### config.mk
export PLATFORM = sky130hd
export DESIGN_NAME = mfb_front
export DESIGN_NICKNAME = d
export VERILOG_FILES = /design/src/hdl/mfb_pkg.sv /design/src/hdl/mfb_front.sv
export SDC_FILE = /design/constraint.sdc
export NUM_CORES = 1
export LEC_CHECK = 0
export ABC_AREA = 0
export BUFFER_PORTS_ARGS = -buffer_cell sky130_fd_sc_hd__buf_4
export CORE_UTILIZATION = 39
export DETAILED_ROUTE_END_ITERATION = 8
export PLACE_DENSITY = 0.83
export SLEW_MARGIN = 30
export SYNTH_ARGS = -nofsm -noshare
export SYNTH_HDL_FRONTEND = slang
export SYNTH_SLANG_ARGS = --single-unit
### constraint.sdc
create_clock -name i_clk -period 2.7 [get_ports i_clk]
set_input_delay 0.135 -clock i_clk [delete_from_list [all_inputs] [get_ports i_clk]]
set_output_delay 0.135 -clock i_clk [all_outputs]
set_load 0.02 [all_outputs]
### src/hdl/mfb_pkg.sv
// ----------------------------------------------------------------------------
// mfb_pkg
// Shared types and constants for the mono frame buffer plot/scanout unit.
// ----------------------------------------------------------------------------
package mfb_pkg;

    // default panel geometry
    localparam int DEF_PANEL_WIDTH  = 128;
    localparam int DEF_PANEL_HEIGHT = 296;

    // request queue between front and back
    localparam int QUEUE_DEPTH = 2;

    // widest store address (1024 px wide x 1024 rows -> 131072 bytes)
    localparam int ADDR_W = 17;

    // stream widths
    localparam int S_TDATA_W = 48;  // 47 bits of fields padded to 6 bytes
    localparam int S_TUSER_W = 3;
    localparam int M_TDATA_W = 8;

    // request codes
    localparam logic [1:0] MODE_CLEAR = 2'd0;
    localparam logic [1:0] MODE_PLOT  = 2'd1;
    localparam logic [1:0] MODE_SCAN  = 2'd2;

    // colour codes
    localparam logic [1:0] COLOR_WHITE = 2'd0;
    localparam logic [1:0] COLOR_BLACK = 2'd1;
    localparam logic [1:0] COLOR_RED   = 2'd2;

    // byte constants
    localparam logic [7:0] BYTE_WHITE    = 8'hFF;
    localparam logic [7:0] BYTE_BLACK    = 8'h00;
    localparam logic [7:0] MASK_MSB      = 8'h80;
    localparam logic [7:0] CMD_PLANE_BW  = 8'h24;
    localparam logic [7:0] CMD_PLANE_RED = 8'h26;

    typedef enum logic [1:0] {
        OP_CLEAR,
        OP_PLOT,
        OP_SCAN
    } t_op;

    // classified request handed from front to back
    typedef struct packed {
        t_op               op;
        logic [ADDR_W-1:0] addr;     // plot byte address or scan index
        logic [2:0]        bit_sel;  // pixel within byte, 0 = MSB
        logic              set_bit;  // plot: 1 sets, 0 clears
        logic              fill;     // clear: 1 white, 0 black
        logic              plane;    // scan: 1 red plane (inverted)
        logic              lead;     // scan: index 0, command byte first
        logic              oob;      // scan: index beyond store
    } t_cmd;

    typedef enum logic [2:0] {
        BS_IDLE,
        BS_CLEAR,
        BS_WRITE,
        BS_CMD,
        BS_DATA
    } t_back_state;

endpackage

### src/hdl/mfb_front.sv
// ----------------------------------------------------------------------------
// mfb_front
// Accepts requests, clips plots, works out store addresses and queues them.
// ----------------------------------------------------------------------------
module mfb_front #(
    parameter int PANEL_WIDTH  = mfb_pkg::DEF_PANEL_WIDTH,
    parameter int PANEL_HEIGHT = mfb_pkg::DEF_PANEL_HEIGHT
) (
    input  logic                          i_clk,
    input  logic                          i_rst_n,
    input  logic                          s_axis_tvalid,
    output logic                          s_axis_tready,
    input  logic [mfb_pkg::S_TDATA_W-1:0] s_axis_tdata,  // pos_x, pos_y, pixel_color, byte_index
    input  logic [mfb_pkg::S_TUSER_W-1:0] s_axis_tuser,  // mode, plane
    output logic                          o_push,
    output mfb_pkg::t_cmd                 o_cmd,
    input  logic                          i_full
);

    localparam int ROW_BYTES   = (PANEL_WIDTH + 7) / 8;
    localparam int STORE_BYTES = ROW_BYTES * PANEL_HEIGHT;
    localparam int AW          = (STORE_BYTES > 1) ? $clog2(STORE_BYTES) : 1;
    localparam int YW          = (PANEL_HEIGHT > 1) ? $clog2(PANEL_HEIGHT) : 1;

    logic [1:0]  w_mode;
    logic        w_plane;
    logic [15:0] w_x;
    logic [15:0] w_y;
    logic [1:0]  w_color;
    logic [12:0] w_idx;
    logic        w_in_x;
    logic        w_in_y;
    logic        w_keep;
    logic [AW-1:0] w_pix_addr;
    logic        w_accept;
    mfb_pkg::t_cmd n_cmd;

    logic          r_valid;
    mfb_pkg::t_cmd r_cmd;

    assign w_mode  = s_axis_tuser[1:0];
    assign w_plane = s_axis_tuser[2];
    assign w_x     = s_axis_tdata[15:0];
    assign w_y     = s_axis_tdata[31:16];
    assign w_color = s_axis_tdata[33:32];
    assign w_idx   = s_axis_tdata[46:34];

    assign w_in_x = ({1'b0, w_x} < 17'(PANEL_WIDTH));
    assign w_in_y = ({1'b0, w_y} < 17'(PANEL_HEIGHT));

    // row base plus byte column; only meaningful once clipped
    assign w_pix_addr = AW'(AW'(w_y[YW-1:0]) * AW'(ROW_BYTES)) + AW'(w_x[15:3]);

    always_comb begin
        n_cmd         = '0;
        n_cmd.bit_sel = w_x[2:0];
        n_cmd.set_bit = !(w_color == mfb_pkg::COLOR_BLACK || w_color == mfb_pkg::COLOR_RED);
        n_cmd.fill    = (w_color == mfb_pkg::COLOR_WHITE);
        n_cmd.plane   = w_plane;
        n_cmd.lead    = (w_idx == 13'd0);
        n_cmd.oob     = (32'(w_idx) >= 32'(STORE_BYTES));
        n_cmd.addr    = {{(mfb_pkg::ADDR_W-13){1'b0}}, w_idx};
        w_keep        = 1'b0;
        unique case (w_mode)
            mfb_pkg::MODE_CLEAR: begin
                n_cmd.op = mfb_pkg::OP_CLEAR;
                w_keep   = 1'b1;
            end
            mfb_pkg::MODE_PLOT: begin
                n_cmd.op   = mfb_pkg::OP_PLOT;
                n_cmd.addr = mfb_pkg::ADDR_W'(w_pix_addr);
                w_keep     = w_in_x && w_in_y;
            end
            mfb_pkg::MODE_SCAN: begin
                n_cmd.op = mfb_pkg::OP_SCAN;
                w_keep   = 1'b1;
            end
            default: begin
                // unused mode: dropped
                n_cmd.op = mfb_pkg::OP_SCAN;
                w_keep   = 1'b0;
            end
        endcase
    end

    assign s_axis_tready = !r_valid || !i_full;
    assign w_accept      = s_axis_tvalid && s_axis_tready;
    assign o_push        = r_valid && !i_full;
    assign o_cmd         = r_cmd;

    always_ff @(posedge i_clk) begin
        if (!i_rst_n) begin
            r_valid <= 1'b0;
        end else if (w_accept) begin
            r_valid <= w_keep;
        end else if (o_push) begin
            r_valid <= 1'b0;
        end
    end

    always_ff @(posedge i_clk) begin
        if (w_accept) begin
            r_cmd <= n_cmd;
        end
    end

endmodule

Word level (Yosys, flattened, before mapping)
Cells that the tools add are included.
{"block": "totals", "rom_bits": 0, "ff_bits": 28, "memories": 0, "latch_bits": 0, "output_inout_bits": 29, "ram_bits": 0, "wordCells": 35}
{"block": "classes", "shifts": 0, "n_bitwise": 0, "order_cmp": 3, "mul": 0, "muxes": 5, "n_eq_ne": 4, "n_reduce_logical": 13, "n_addsub": 1, "n_div": 0}
{"operator": "16-bit by 8-bit less-than comparator with 1-bit output, second input constant", "n": 1}
{"operator": "16-bit by 9-bit less-than comparator with 1-bit output, second input constant", "n": 1}
{"operator": "13-bit adder", "n": 1}
{"operator": "13-bit greater-or-equal comparator, second input constant", "n": 1}
{"operator": "13-bit zero test", "n": 1}
{"operator": "13-bit 2-to-1 mux", "n": 1}
{"operator": "2-bit by 1-bit == test with 1-bit output, second input constant", "n": 2}
{"operator": "2-bit == test, second input constant", "n": 2}
{"operator": "2-bit zero test", "n": 2}
{"operator": "2-bit case mux with 2 select lines", "n": 1}
{"operator": "1-bit logical AND", "n": 3}
{"operator": "1-bit zero test", "n": 3}
{"operator": "1-bit logical OR", "n": 2}
{"operator": "1-bit 2-to-1 mux", "n": 2}
{"operator": "1-bit case mux with 2 select lines", "n": 1}
{"operator": "2-bit nonzero test", "n": 1}
{"operator": "2-bit OR reduction", "n": 1}

Depth between registers and ports, before layout
{"block": "depth", "depth_word": 4, "ltp_mapped": 6}

Worst setup path after synthesis
No wires, ideal clock.
{"block": "synth_timing", "kind": "in2reg", "startpoint": "in s_axis_tdata[7] (netlist name)", "endpoint": "reg r_cmd (netlist bit o_cmd[20]) (data pin)", "slack_ns": 1.150, "arrival_time_ns": 1.398, "path_stages": 6, "required_ns": 2.548, "path_buffers": 0, "path_cell_list": "ha_1 > fa_1 > nand3_1 > a211oi_1 > or3_1 > a31oi_1"}
{"element": "from (decl)", "line": "mfb_front.sv:13", "rtl": "input logic [mfb_pkg::S_TDATA_W-1:0] s_axis_tdata,"}
{"element": "to (signal assigned)", "line": "mfb_front.sv:103", "rtl": "r_cmd <= n_cmd;"}
{"element": "to (decl)", "line": "mfb_front.sv:39", "rtl": "mfb_pkg::t_cmd r_cmd;"}

==> impl_metrics.yaml <==
synth:
  syn_area_per_cell_sq_um: 10.2
  yosysUniqueCellTypes: 33
  yosys.area.top_type: "edfxtp_1"
  synth_top_area_share_pct: 49.6
  synthTopCellsByArea: "edfxtp_1 50%, ha_1 8.1%, nand2_1 8.1%"
  yosys_register_bits: 24
  syn_inst: 137
  post_synth_instance_area_sq_um: 1390
  yosysWarnings: 0
  synth_enable_flop_cells: 23
  synthArstFlopShare_pct: 0
  ys.flop_type: "edfxtp_1"
  seq_area_frac_synth_pct: 51.0
global_routing:
  grt_use_total_pct: 15.3
  grt_start_max_net_pins: 24
  grt_pass1_wl_microns: 4310
  grt_pass1_vias: 1063
  grt-ovfl-total: 0
  antenna_found_initial: 0
worst_setup_path:
  path_cells: "dlygate4sd3_1 > buf_4 > nand2b_1 > inv_1 > nand2_1 > a311o_1 > nand3_1"
  worstSetupPathType: "in -> reg"
  critical-path-max-stage-delay_ns: 0.53
  arrival_ns: 1.96
  worst_setup_path_end_kind: "register"
  critical_path.top_delay_family: "buffers and inverters"
  reg2reg_depth: 3
  crit-reg2reg-capture: "o_cmd[3]$_DFFE_PP_"
  critPathLaunchType: "input pin"
  critPathSlowestCell: "dlygate4sd3_1"
  path_max_fanout: 19
  crit_buf_inv: 3
  reg2reg_slack_ns: 1.54
  required_ns: 2.76
  reg2reg_from: "r_valid$_SDFFE_PN0P_"
hold_path:
  hold_end: "o_cmd[26]$_DFFE_PP_"
  hold_start: "s_axis_tuser[1]"
  holdPathStages: 1
  hold_path_class: "in -> reg"
power:
  p_per_area_nw_per_um2: 412
  p_leak_nw: 0.951
  ir_worst_vdd_mv: 0.170
sta:
  fmax_ghz: 0.525
  grt_setup_unrepaired: "false"
  timing.final.crit_share_pct: 70.5
  hold_viol: 0
  worst_pin_slew_ns: 0.669
  min_period_ns: 1.90
  setup_ws_ns: 0.796
  slew_viol_final: 0
  tns_ns: 0
  fin_skew_ns: 0.00162
  relSlewSlack_pct: 55.4
  setup_viol: 0
layout:
  final_common_cell: "buf_4"
  nFillCells: 312
  final_util_pct: 61.4
  drive_gt1_share_pct: 38.6
  multi_input_area_sq_um: 622
  final_cell_mix: "79 x buf_4, 30 x nand2_1, 23 x edfxtp_1, 11 x o21ai_0, 9 x ha_1"
  seqCellArea_sq_um: 711
  area_growth_pct: 49.5
  nets: 286
  diodes: 0
placed_design:
  routabilityCongestion: 0.767
  portBuffers: 78
  dpl_worst_slack_ns: 0.949
  hpwlAfterDp_microns: 2460
floorplanning:
  core-area_sq_um: 3390
  die_w_microns: 61.8
  dieArea_sq_um: 3810
  floorplan.initialDensity_pct: 41.1
  placementRows: 21
  die_h_microns: 61.8
  io_pins: 84
clock_network:
  htree_num_levels: 1
  cts_made_buffers: 3
  cts_sinks: 24
  cts_hold_buf: 0
  clk_latency_ns: 0.29
  cts_setup_buffers: 0
  cts-root-buf: "clkbuf_4"
  clockBufferDepth: 2
  cts_resized: 0
  cts_tree: "built"
  cts.reportedPaths.clkPinSlew_ns: 0.12
route:
  totalWireLength_microns: 3030
  drc: 0
  antenna_left: 0
  vias: 1268
  viasPerCell: 4.77
  drt_first_pass_iters: 4
  post_drt_wl_per_cell_microns: 11.4
  drt-initial-drc-count: 17
status:
  status: "complete, no violations"
job:
  max-cap-violations: 0
## per-layer routing
metal / vias up / track usage, % / part of all wire, %
met2: 56 / 28.7 / 50
met1: 555 / 17.3 / 41
met4: 0 / 3.81 / 0.86
li1: 655 / - / -
met5: - / 0 / 0
met3: 2 / 3.73 / 8.0
## cell usage after synthesis (all sizes together), types with 2 or more instances
cell type	number
a31oi	2
nor2	5
or3	2
nand4	3
ha	9
nand2	30
edfxtp	23
nor4	5
o21ai	11
a21oi	6
xnor2	5
nand3	5
buf	7
a211o	2
inv	6
## worst max path at each step
stage | start | to | depth (start not counted)
finish | s_axis_tuser[0] | o_cmd[19]$_DFFE_PP_ | 7
CTS | s_axis_tdata[7] | o_cmd[20]$_DFFE_PP_ | 7
detailed placement | s_axis_tdata[7] | o_cmd[20]$_DFFE_PP_ | 7
global placement | s_axis_tdata[7] | o_cmd[20]$_DFFE_PP_ | 7
global route | s_axis_tuser[0] | o_cmd[19]$_DFFE_PP_ | 7
floorplan | s_axis_tdata[7] | o_cmd[20]$_DFFE_PP_ | 6
## kinds of logic (layout without fill, tap and decap cells)
logic type      Yosys count  in the layout  synth area share [%]
flops                    24             24                  51.0
other cells               1              4                 0.269
fa+ha+maj                10             10                  9.52
buf+inv                  14             94                  5.12
xor+xnor                  5              5                  3.14
simple gates             55             55                  18.1
compound gates           28             28                  12.8
## layout make-up
type	count	share of cell area, %
multi-input cells	102	29.9
clock buffers	4	1.26
flip-flops and latches	24	34.1
repair buffers	84	30.9
well taps	46	2.76
inverters	6	1.08
## through the flow
stage / instances / hold slack [ns] / cell area, sq um / power (mW)
after floorplan: 140 / 0.234 / 1400 / 0.592
after global placement: 257 / 0.313 / 2010 / 0.706
after detailed placement: 257 / 0.316 / 2010 / 0.711
after CTS: 261 / 0.000783 / 2030 / 0.859
after global routing: 266 / 0.00981 / 2080 / 0.905
final: 266 / 0.0292 / 2080 / 0.857
## state kept, by name, summed over array words and instances, names as in the netlist
| register | count |
|---|---|
| o_cmd | 23 |
| r_valid | 1 |
## report_power, final
part / switching, mW / internal [mW]
Clock: 0.0928 / 0.0574
Combinational: 0.132 / 0.128
Sequential: 0.00630 / 0.440
No activity file was read; power rests on OpenSTA's default activity.
