$ cat config.mk
export PLATFORM = sky130hd
export DESIGN_NAME = mfb_queue
export DESIGN_NICKNAME = d
export VERILOG_FILES = /design/src/hdl/mfb_pkg.sv /design/src/hdl/mfb_queue.sv
export SDC_FILE = /design/constraint.sdc
export NUM_CORES = 1
export LEC_CHECK = 0
export BUFFER_PORTS_ARGS = -buffer_cell sky130_fd_sc_hd__buf_2
export CORE_UTILIZATION = 50
export DETAILED_ROUTE_END_ITERATION = 10
export GPL_TIMING_DRIVEN = 0
export PLACE_DENSITY = 0.77
export SLEW_MARGIN = 40
export SYNTH_ARGS = -nofsm -noshare
export SYNTH_HDL_FRONTEND = slang
export SYNTH_SLANG_ARGS = --single-unit
$ cat constraint.sdc
create_clock -name i_clk -period 2.6 [get_ports i_clk]
set_clock_uncertainty 0.15 [all_clocks]
set_input_delay 0.39 -clock i_clk [delete_from_list [all_inputs] [get_ports i_clk]]
set_output_delay 0.39 -clock i_clk [all_outputs]
set_load 0.01 [all_outputs]
$ cat src/hdl/mfb_pkg.sv
// ----------------------------------------------------------------------------
// mfb_pkg
// Shared types and constants for the mono frame buffer plot/scanout unit.
// ----------------------------------------------------------------------------
package mfb_pkg;

    // default panel geometry
    localparam int DEF_PANEL_WIDTH  = 128;
    localparam int DEF_PANEL_HEIGHT = 296;

    // request queue between front and back
    localparam int QUEUE_DEPTH = 2;

    // widest store address (1024 px wide x 1024 rows -> 131072 bytes)
    localparam int ADDR_W = 17;

    // stream widths
    localparam int S_TDATA_W = 48;  // 47 bits of fields padded to 6 bytes
    localparam int S_TUSER_W = 3;
    localparam int M_TDATA_W = 8;

    // request codes
    localparam logic [1:0] MODE_CLEAR = 2'd0;
    localparam logic [1:0] MODE_PLOT  = 2'd1;
    localparam logic [1:0] MODE_SCAN  = 2'd2;

    // colour codes
    localparam logic [1:0] COLOR_WHITE = 2'd0;
    localparam logic [1:0] COLOR_BLACK = 2'd1;
    localparam logic [1:0] COLOR_RED   = 2'd2;

    // byte constants
    localparam logic [7:0] BYTE_WHITE    = 8'hFF;
    localparam logic [7:0] BYTE_BLACK    = 8'h00;
    localparam logic [7:0] MASK_MSB      = 8'h80;
    localparam logic [7:0] CMD_PLANE_BW  = 8'h24;
    localparam logic [7:0] CMD_PLANE_RED = 8'h26;

    typedef enum logic [1:0] {
        OP_CLEAR,
        OP_PLOT,
        OP_SCAN
    } t_op;

    // classified request handed from front to back
    typedef struct packed {
        t_op               op;
        logic [ADDR_W-1:0] addr;     // plot byte address or scan index
        logic [2:0]        bit_sel;  // pixel within byte, 0 = MSB
        logic              set_bit;  // plot: 1 sets, 0 clears
        logic              fill;     // clear: 1 white, 0 black
        logic              plane;    // scan: 1 red plane (inverted)
        logic              lead;     // scan: index 0, command byte first
        logic              oob;      // scan: index beyond store
    } t_cmd;

    typedef enum logic [2:0] {
        BS_IDLE,
        BS_CLEAR,
        BS_WRITE,
        BS_CMD,
        BS_DATA
    } t_back_state;

endpackage

$ cat src/hdl/mfb_queue.sv
// ----------------------------------------------------------------------------
// mfb_queue
// Short request queue decoupling front and back.
// ----------------------------------------------------------------------------
module mfb_queue #(
    parameter int DEPTH = mfb_pkg::QUEUE_DEPTH
) (
    input  logic          i_clk,
    input  logic          i_rst_n,
    input  logic          i_push,
    input  mfb_pkg::t_cmd i_cmd,
    output logic          o_full,
    input  logic          i_pop,
    output mfb_pkg::t_cmd o_cmd,
    output logic          o_empty
);

    localparam int PW = (DEPTH > 1) ? $clog2(DEPTH) : 1;

    mfb_pkg::t_cmd r_mem [DEPTH];
    logic [PW-1:0] r_wr;
    logic [PW-1:0] r_rd;
    logic [PW:0]   r_cnt;
    logic [PW-1:0] n_wr;
    logic [PW-1:0] n_rd;

    assign o_full  = (r_cnt == (PW+1)'(DEPTH));
    assign o_empty = (r_cnt == '0);
    assign o_cmd   = r_mem[r_rd];

    assign n_wr = (r_wr == PW'(DEPTH - 1)) ? '0 : r_wr + 1'b1;
    assign n_rd = (r_rd == PW'(DEPTH - 1)) ? '0 : r_rd + 1'b1;

    always_ff @(posedge i_clk) begin
        if (!i_rst_n) begin
            r_wr  <= '0;
            r_rd  <= '0;
            r_cnt <= '0;
        end else begin
            if (i_push) begin
                r_wr <= n_wr;
            end
            if (i_pop) begin
                r_rd <= n_rd;
            end
            if (i_push && !i_pop) begin
                r_cnt <= r_cnt + 1'b1;
            end else if (i_pop && !i_push) begin
                r_cnt <= r_cnt - 1'b1;
            end
        end
    end

    always_ff @(posedge i_clk) begin
        if (i_push) begin
            r_mem[r_wr] <= i_cmd;
        end
    end

endmodule

# Word level (Yosys, flattened, before mapping)
# Memories as Yosys holds them, arrays and structs flattened. A register that Yosys moved wholly into a read port is not among the register bits.
# Cells that the tools add are included.
dict set report word_totals {
  regBits 4
  latch_bits 0
  ram_bits 54
  rom_bits 0
  inputBits 31
  mem_count 1
}
# memory words width read_ports rd_clocked_by_memory_dff wr line
set memory_table {}
lappend memory_table {r_mem 2 27 1 1 1 mfb_queue.sv:20} ;# mfb_pkg::t_cmd r_mem [DEPTH];
dict set report op_classes {
  n_addsub 4
  n_mul 0
  n_div 0
  n_lt_le_gt_ge 0
  n_eq_ne 1
  shifts 0
  n_mux 8
  n_bitwise 0
  reduce_logical 6
}
# cell n
set op_table {}
lappend op_table {{2-to-1 mux 1 bit} 6}
lappend op_table {{2-to-1 mux 2 bit} 2}
lappend op_table {{adder 1 bit (second input constant)} 2}
lappend op_table {{adder 2 x 1 -> 2 bit (second input constant)} 1}
lappend op_table {{== test 2 bit (second input constant)} 1}
lappend op_table {{logical AND 1 bit} 2}
lappend op_table {{logical NOT 1 bit} 2}
lappend op_table {{logical NOT 2 bit} 1}
lappend op_table {{nonzero test 2 bit} 1}
lappend op_table {{subtractor 2 x 1 -> 2 bit (second input constant)} 1}

# Longest topological paths before layout
# Gate-level depths: netlist (run 1).
dict set report depth {
  word_depth 4
  ltp_mapped 5
}

# Worst setup path after synthesis (run 1)
# No wires, ideal clock.
dict set report synth_timing {
  kind {input to register}
  startpoint {in i_push}
  endpoint {mem r_mem[0][0] in the netlist's numbering, enable pin}
  t_arrival_ns 1.655
  path_slack_ns 0.380
  path_stages 1
  path_buffers 0
  path_cell_list {nor2b_1}
}
dict set report synth_via {
  elab_chain_len 2
}
# element line
set synth_lines {}
lappend synth_lines {{from (decl)} mfb_queue.sv:10} ;# input logic i_push,
lappend synth_lines {{2-to-1 mux 1 bit} mfb_queue.sv:55} ;# if (i_push) begin
lappend synth_lines {{2-to-1 mux 1 bit (not written as such)} mfb_queue.sv:56} ;# r_mem[r_wr] <= i_cmd;
lappend synth_lines {{to (decl)} mfb_queue.sv:20}
# Every way passes these cells.

==> results of run 1 <==
==> how the worst max path moves through the flow <==
stage | cells after the start | endpoint | from
6_report | 4 | o_cmd[20] | flop
5_1_grt | 4 | o_cmd[20] | flop
4_1_cts | 4 | o_cmd[20] | flop
3_5_place_dp | 4 | o_cmd[24] | flop
3_3_place_gp | 2 | r_mem[0][24] | i_push
2_1_floorplan | 1 | r_mem[0][0] | i_push
==> logic make-up (layout without fill, tap and decap cells) <==
family | Yosys count | after routing
buf+inv | 4 | 80
fa+ha+maj | 1 | 1
mux | 27 | 27
flops | 59 | 59
simple gates | 9 | 9
compound gates | 3 | 3
xor+xnor | 3 | 3
==> state kept, by name, indices dropped and copies added, names as in the netlist, named ones only <==
| signal | count |
|---|---|
| r_cnt | 2 |
| r_wr | 1 |
| r_mem | 54 |
| r_rd | 1 |
==> critical path, delay by kind of cell (launching register included) <==
kind     cells  cell delay (ns)
buf+inv      3             0.60
mux          1             0.35
flops        1             0.30
==> where the power goes <==
group / switching (mW) / internal, mW
Combinational: 0.112 / 0.118
Sequential: 0.0171 / 1.09
Clock: 0.321 / 0.531
==> stage by stage <==
stage / setup slack [ns] / total power, mW / TNS, ns / instances
after floorplan: 0.380 / 1.26 / 0 / 106
after global placement: -0.318 / 1.34 / -8.77 / 215
after detailed placement: 0.806 / 1.37 / 0 / 216
after CTS: 0.452 / 2.22 / 0 / 232
after global routing: 0.395 / 2.27 / 0 / 232
final: 0.493 / 2.19 / 0 / 232
==> layout make-up <==
cell class                      instances  area (um2)
Tap cell                               50        62.6
Clock buffer                           10         128
Inverter                                1        3.75
Multi-Input combinational cell         43         428
Timing Repair Buffer                   60         323
Fill cell                             312        1320
Clock inverter                          6        80.1
Buffer                                  3        20.0
Sequential cell                        59        1720
==> synthesized netlist by cell type <==
cell / n / area [um2]
a21boi_1: 1 / 7.51
and2_1: 4 / 25.0
and2b_2: 1 / 8.76
buf_2: 1 / 5.00
buf_4: 2 / 15.0
dfxtp_1: 5 / 100
edfxtp_1: 54 / 1620
ha_1: 1 / 12.5
inv_1: 1 / 3.75
mux2_2: 27 / 304
nor2_1: 1 / 3.75
nor2b_1: 2 / 12.5
o21a_1: 1 / 7.51
o21ai_0: 1 / 5.00
or3_1: 1 / 6.26
xnor2_1: 1 / 8.76
xor2_1: 2 / 17.5
==> per-layer routing <==
layer	vias to the layer above	part of all wire (%)	global-route usage, %
met5	-	0	0
met4	0	0.88	9.38
met3	7	4.7	5.07
met2	32	56	29.5
met1	568	39	17.2
li1	553	-	-
==> impl_metrics.tcl, run 1 <==
set metrics [dict create \
    cts_max_path_buffers 2 \
    max_freq_mhz 475 \
    ir_worst_vdd_v 0.000740 \
    core_area_mm2 0.00409 \
    criticalPathCategory "flop to output pin" \
    nets 209 \
    critical_path.cell_chain "buf_2 > buf_4 > mux2_2 > buf_2" \
    dr.pass1.iters 4 \
    cts_hold_buf 0 \
    synth_top_family_by_area "multiplexers" \
    start_util_pct 53.0 \
    syn_avg_cell_area_um2 20.4 \
    worst_ep_arrival_time_ns 1.57 \
    timing.rr.end "r_mem[1][10]" \
    rrSetupSlack_ns 1.08 \
    cts_max_level 3 \
    area_growth_pct 27.8 \
    wire_per_inst_um 15.2 \
    drive_above_1_share_pct 58.2 \
    wl_um 3530 \
    synth_cell_types 17 \
    first_iter_violations 68 \
    hold_depth 1 \
    synth.net_count 138 \
    synth-compound-area-share_pct 0.925 \
    cap_viol_max_count 0 \
    antenna_found_initial 0 \
    numClockSinks 59 \
    grt_pass1_wl_um 5170 \
    reg2reg_from "r_wr" \
    stdcell_area_mm2 0.00277 \
    crit_top_cell "buf_2" \
    synth_area_mm2 0.00216 \
    yosys_warnings 0 \
    cp_slowest_cell "mux2_2" \
    ctsResizeCount 0 \
    startpoint_type "flop" \
    whs_endpoint "r_mem[1][20]" \
    synth_xor_area_share_pct 1.21 \
    num_vias 1160 \
    final_common_cell "buf_2" \
    power.leakage_nw 1.07 \
    synth-simple-area-share_pct 2.60 \
    synth_cells 106 \
    post-route-period-util_pct 81.0 \
    synth_seq_area_share_pct 79.5 \
    reg2reg_depth 1 \
    fp-row-count 23 \
    diodes 0 \
    hp-class "primary input to flop" \
    overflow 0 \
    grt_max_degree 28 \
    hold_ws_ns 0.105 \
    outcome "complete, no violations" \
    cts_root_buf "clkbuf_8" \
    hold_viol 0 \
    place_congestion 0.644 \
    synthMuxAreaShare_pct 14.0 \
    most-common-layout-cells "60 x buf_2, 54 x edfxtp_1, 27 x mux2_2" \
    cts_buffers 9 \
    placed_area_mm2 0.00256 \
    slew_headroom_pct 56.3 \
    final_antenna_net_count 0 \
    worstMarginPinSlew_ns 0.656 \
    cpPeakStageDelay_ns 0.35 \
    grt_pass1_vias 1151 \
    die_height_um 67.8 \
    hp-start "i_cmd[20]" \
    synthAdderAreaFrac_pct 0.578 \
    drv_slew 0 \
    cts_tree "yes" \
    fin_crit_ns 2.11 \
    io_pins 60 \
    clk_latency_ns 0.32 \
    endpoint_kind "output pin" \
    dp_hpwl_um 2480 \
    power_density_mw_per_mm2 793 \
    die_w_um 67.8 \
    final_util_pct 67.7 \
    vias_per_cell 5.00 \
    cts_setup_buffers 0 \
    worstPathMaxFanout 10 \
    die-area_mm2 0.00460 \
    setup_violations 0 \
    cp.required_ns 2.06 \
    synth-seq-cells 59 \
    rsz0062_at_grt "no" \
    drc 0 \
    port_buffers 59 \
    path_clk_slew_ns 0.06 \
    grtUsageTotal_pct 16.6 \
]
Power figures use the tool's default switching activity.
==> run 2, diff against run 1 <==
ABC_AREA = 1   (was not set)
CORE_UTILIZATION = 46   (was 50)
PLACE_DENSITY = 0.74   (was 0.77)
clock period = 1.8 ns   (was 2.6 ns; I/O delays follow)
==> run 2 against run 1 <==
Effect of this change:
- sequential power up 45%
- first-iteration DRC count up 7.4%
- power increased by 57%
- worst hold slack lost 0.033 ns
- critical path depth stayed put
- highest routed layer is now met3
==> impl_metrics.tcl, run 2 <==
set metrics [dict create \
    reg2reg_depth 1 \
    criticalPathCategory "flop to output pin" \
    fill_cells 343 \
    nets 250 \
    cts_buffers 9 \
    yosys_warnings 0 \
    worstMarginPinSlew_ns 0.778 \
    synth_edf_count 54 \
    power.leakage_nw 1.36 \
    synth_area_mm2 0.00228 \
    synth.net_count 151 \
    worst_ep_arrival_time_ns 1.35 \
    wl_um 4380 \
    synth_largest_area_cell "edfxtp_1" \
    path_clk_slew_ns 0.06 \
    io_pins 60 \
    synth-seq-cells 59 \
    synth_area_leaders "edfxtp_1 71%, mux2_4 13%, dfxtp_1 4.4%" \
    fin_crit_ns 1.77 \
    cts_tree "yes" \
    slew_headroom_pct 48.0 \
    start_util_pct 47.9 \
    die-area_mm2 0.00524 \
    power_density_mw_per_mm2 1040 \
    ir_worst_vdd_v 0.000758 \
    die_w_um 72.4 \
    most-common-layout-cells "54 x edfxtp_1, 40 x buf_2, 27 x dlygate4sd3_1" \
    dr.pass1.iters 5 \
    async_reset_ff_share_pct 0 \
    diodes 0 \
    syn_avg_cell_area_um2 19.2 \
    num_vias 1309 \
    numClockSinks 59 \
    grtUsageTotal_pct 16.6 \
    port_buffers 59 \
    hp-class "primary input to flop" \
    first_iter_violations 73 \
    wire_per_inst_um 15.1 \
    timing.rr.end "r_mem[0][8]" \
    overflow 0 \
    core_area_mm2 0.00475 \
    hold_depth 3 \
    synth_cell_types 14 \
    synth_seq_area_share_pct 75.5 \
    multiInputGateArea_um2 484 \
    die_height_um 72.4 \
    stdcell_area_mm2 0.00330 \
    synth_most_common_cell "edfxtp_1" \
    synth_cells 119 \
    cap_viol_max_count 0 \
    placed_area_mm2 0.00267 \
    cts_root_buf "clkbuf_8" \
    cts_max_path_buffers 2 \
    final_antenna_net_count 0 \
    rsz0062_at_grt "yes" \
    yosys.area.top_type_share_pct 71.1 \
    cp.required_ns 1.38 \
    hold_viol 0 \
    grt_pass1_wl_um 6130 \
    drc 0 \
    rrSetupSlack_ns 0.30 \
    outcome "complete, no violations" \
    vias_per_cell 4.51 \
    cts_max_level 3 \
    top_register "r_mem" \
    startpoint_type "flop" \
    pre_cts_ws_ns 0.158 \
    dp_hpwl_um 2670 \
    drv_slew 0 \
    area_growth_pct 44.9 \
    endpoint_kind "output pin" \
    synth_flop_cell "edfxtp_1" \
    place_congestion 0.694 \
    grt_pass1_vias 1350 \
    clk_latency_ns 0.32 \
    reg2reg_from "r_wr" \
    register_area_mm2 0.00172 \
    whs_endpoint "r_cnt[1]" \
    yosys-top-cells-count "54 x edfxtp_1, 20 x mux2_4, 9 x nor2_1, 8 x inv_1, 8 x nand2_1" \
    top_regs "r_mem: 54 flops, r_cnt: 2 flops" \
    grt_max_degree 28 \
    hp-start "i_rst_n" \
    post-route-period-util_pct 98.3 \
    final_common_cell "edfxtp_1" \
    largest_reg_flops 54 \
    worstPathMaxFanout 5 \
    setup_ws_ns 0.0310 \
    fp-row-count 25 \
    max_freq_mhz 565 \
    antenna_found_initial 0 \
    drive_above_1_share_pct 48.4 \
    setup_violations 0 \
]
-- run 2: cell type report --
type	instances	share of cell area, %
flip-flops and latches	59	52.2
repair buffers	88	21.2
well taps	67	2.54
plain buffers	3	1.55
clock inverters	6	3.14
clock buffers	10	3.86
inverters	8	0.909
multi-input cells	49	14.7
-- run 2: stage by stage --
stage | total power [mW] | hold WS (ns) | instances | utilization, % | TNS (ns)
finish | 3.45 | 0.0722 | 290 | 69.5 | 0
global route | 3.57 | 0.0681 | 290 | 69.5 | -0.231
CTS | 3.42 | 0.0480 | 290 | 67.1 | 0
detailed placement | 1.98 | 0.311 | 245 | 56.1 | 0
global placement | 1.95 | 0.307 | 245 | 56.0 | -5.15
floorplan | 1.84 | 0.219 | 119 | - | 0
-- run 2: per-layer routing --
metal | up-vias | part of all wire (%) | GRT usage [%]
met1 | 634 | 38 | 17.2
li1 | 638 | - | -
met3 | 0 | 3.8 | 4.17
met4 | 0 | 0 | 9.80
met2 | 37 | 58 | 30.2
met5 | - | 0 | 0
-- run 2: logic make-up (layout without fill, tap and decap cells) --
family | after synthesis | after routing | share of synthesized area [%]
buf+inv | 11 | 115 | 3.57
mux | 27 | 27 | 16.6
compound gates | 2 | 2 | 0.439
flops | 59 | 59 | 75.5
simple gates | 19 | 19 | 3.29
fa+ha+maj | 1 | 1 | 0.549
-- run 2: repair_timing --
action	4_1_cts	5_1_grt
hold endpoints to repair	54	0
setup endpoints to repair	20	26
pin swaps	0	0
gates resized for setup	2	18
gates cloned	0	0
hold buffers	27	0
buffers inserted	2	0
-- run 2: worst max-delay path by stage --
stage	from	endpoint	slack, ns	depth (start not counted)
after CTS	flop	o_cmd[16]	0.001	4
final	flop	o_cmd[14]	0.03	4
after floorplan	r_wr	r_mem[0][0]	0.21	1
after global routing	flop	o_cmd[14]	-0.02	4
after detailed placement	i_push	r_mem[0][12]	0.16	3
after global placement	i_push	r_mem[0][19]	-0.19	3
-- run 2: worst max-delay path, stage by stage, from the launching register on --
cell and delay [ns]:
dfxtp_2 0.32, buf_6 0.12, buf_4 0.13, mux2_2 0.32, buf_2 0.14
-- run 2: report_power, final --
part           leakage [nW]  internal (mW)  total [mW]  switching (mW)
clock network         0.118          0.911        1.40           0.492
registers             0.549           1.58        1.61          0.0254
logic                 0.689          0.254       0.441           0.186
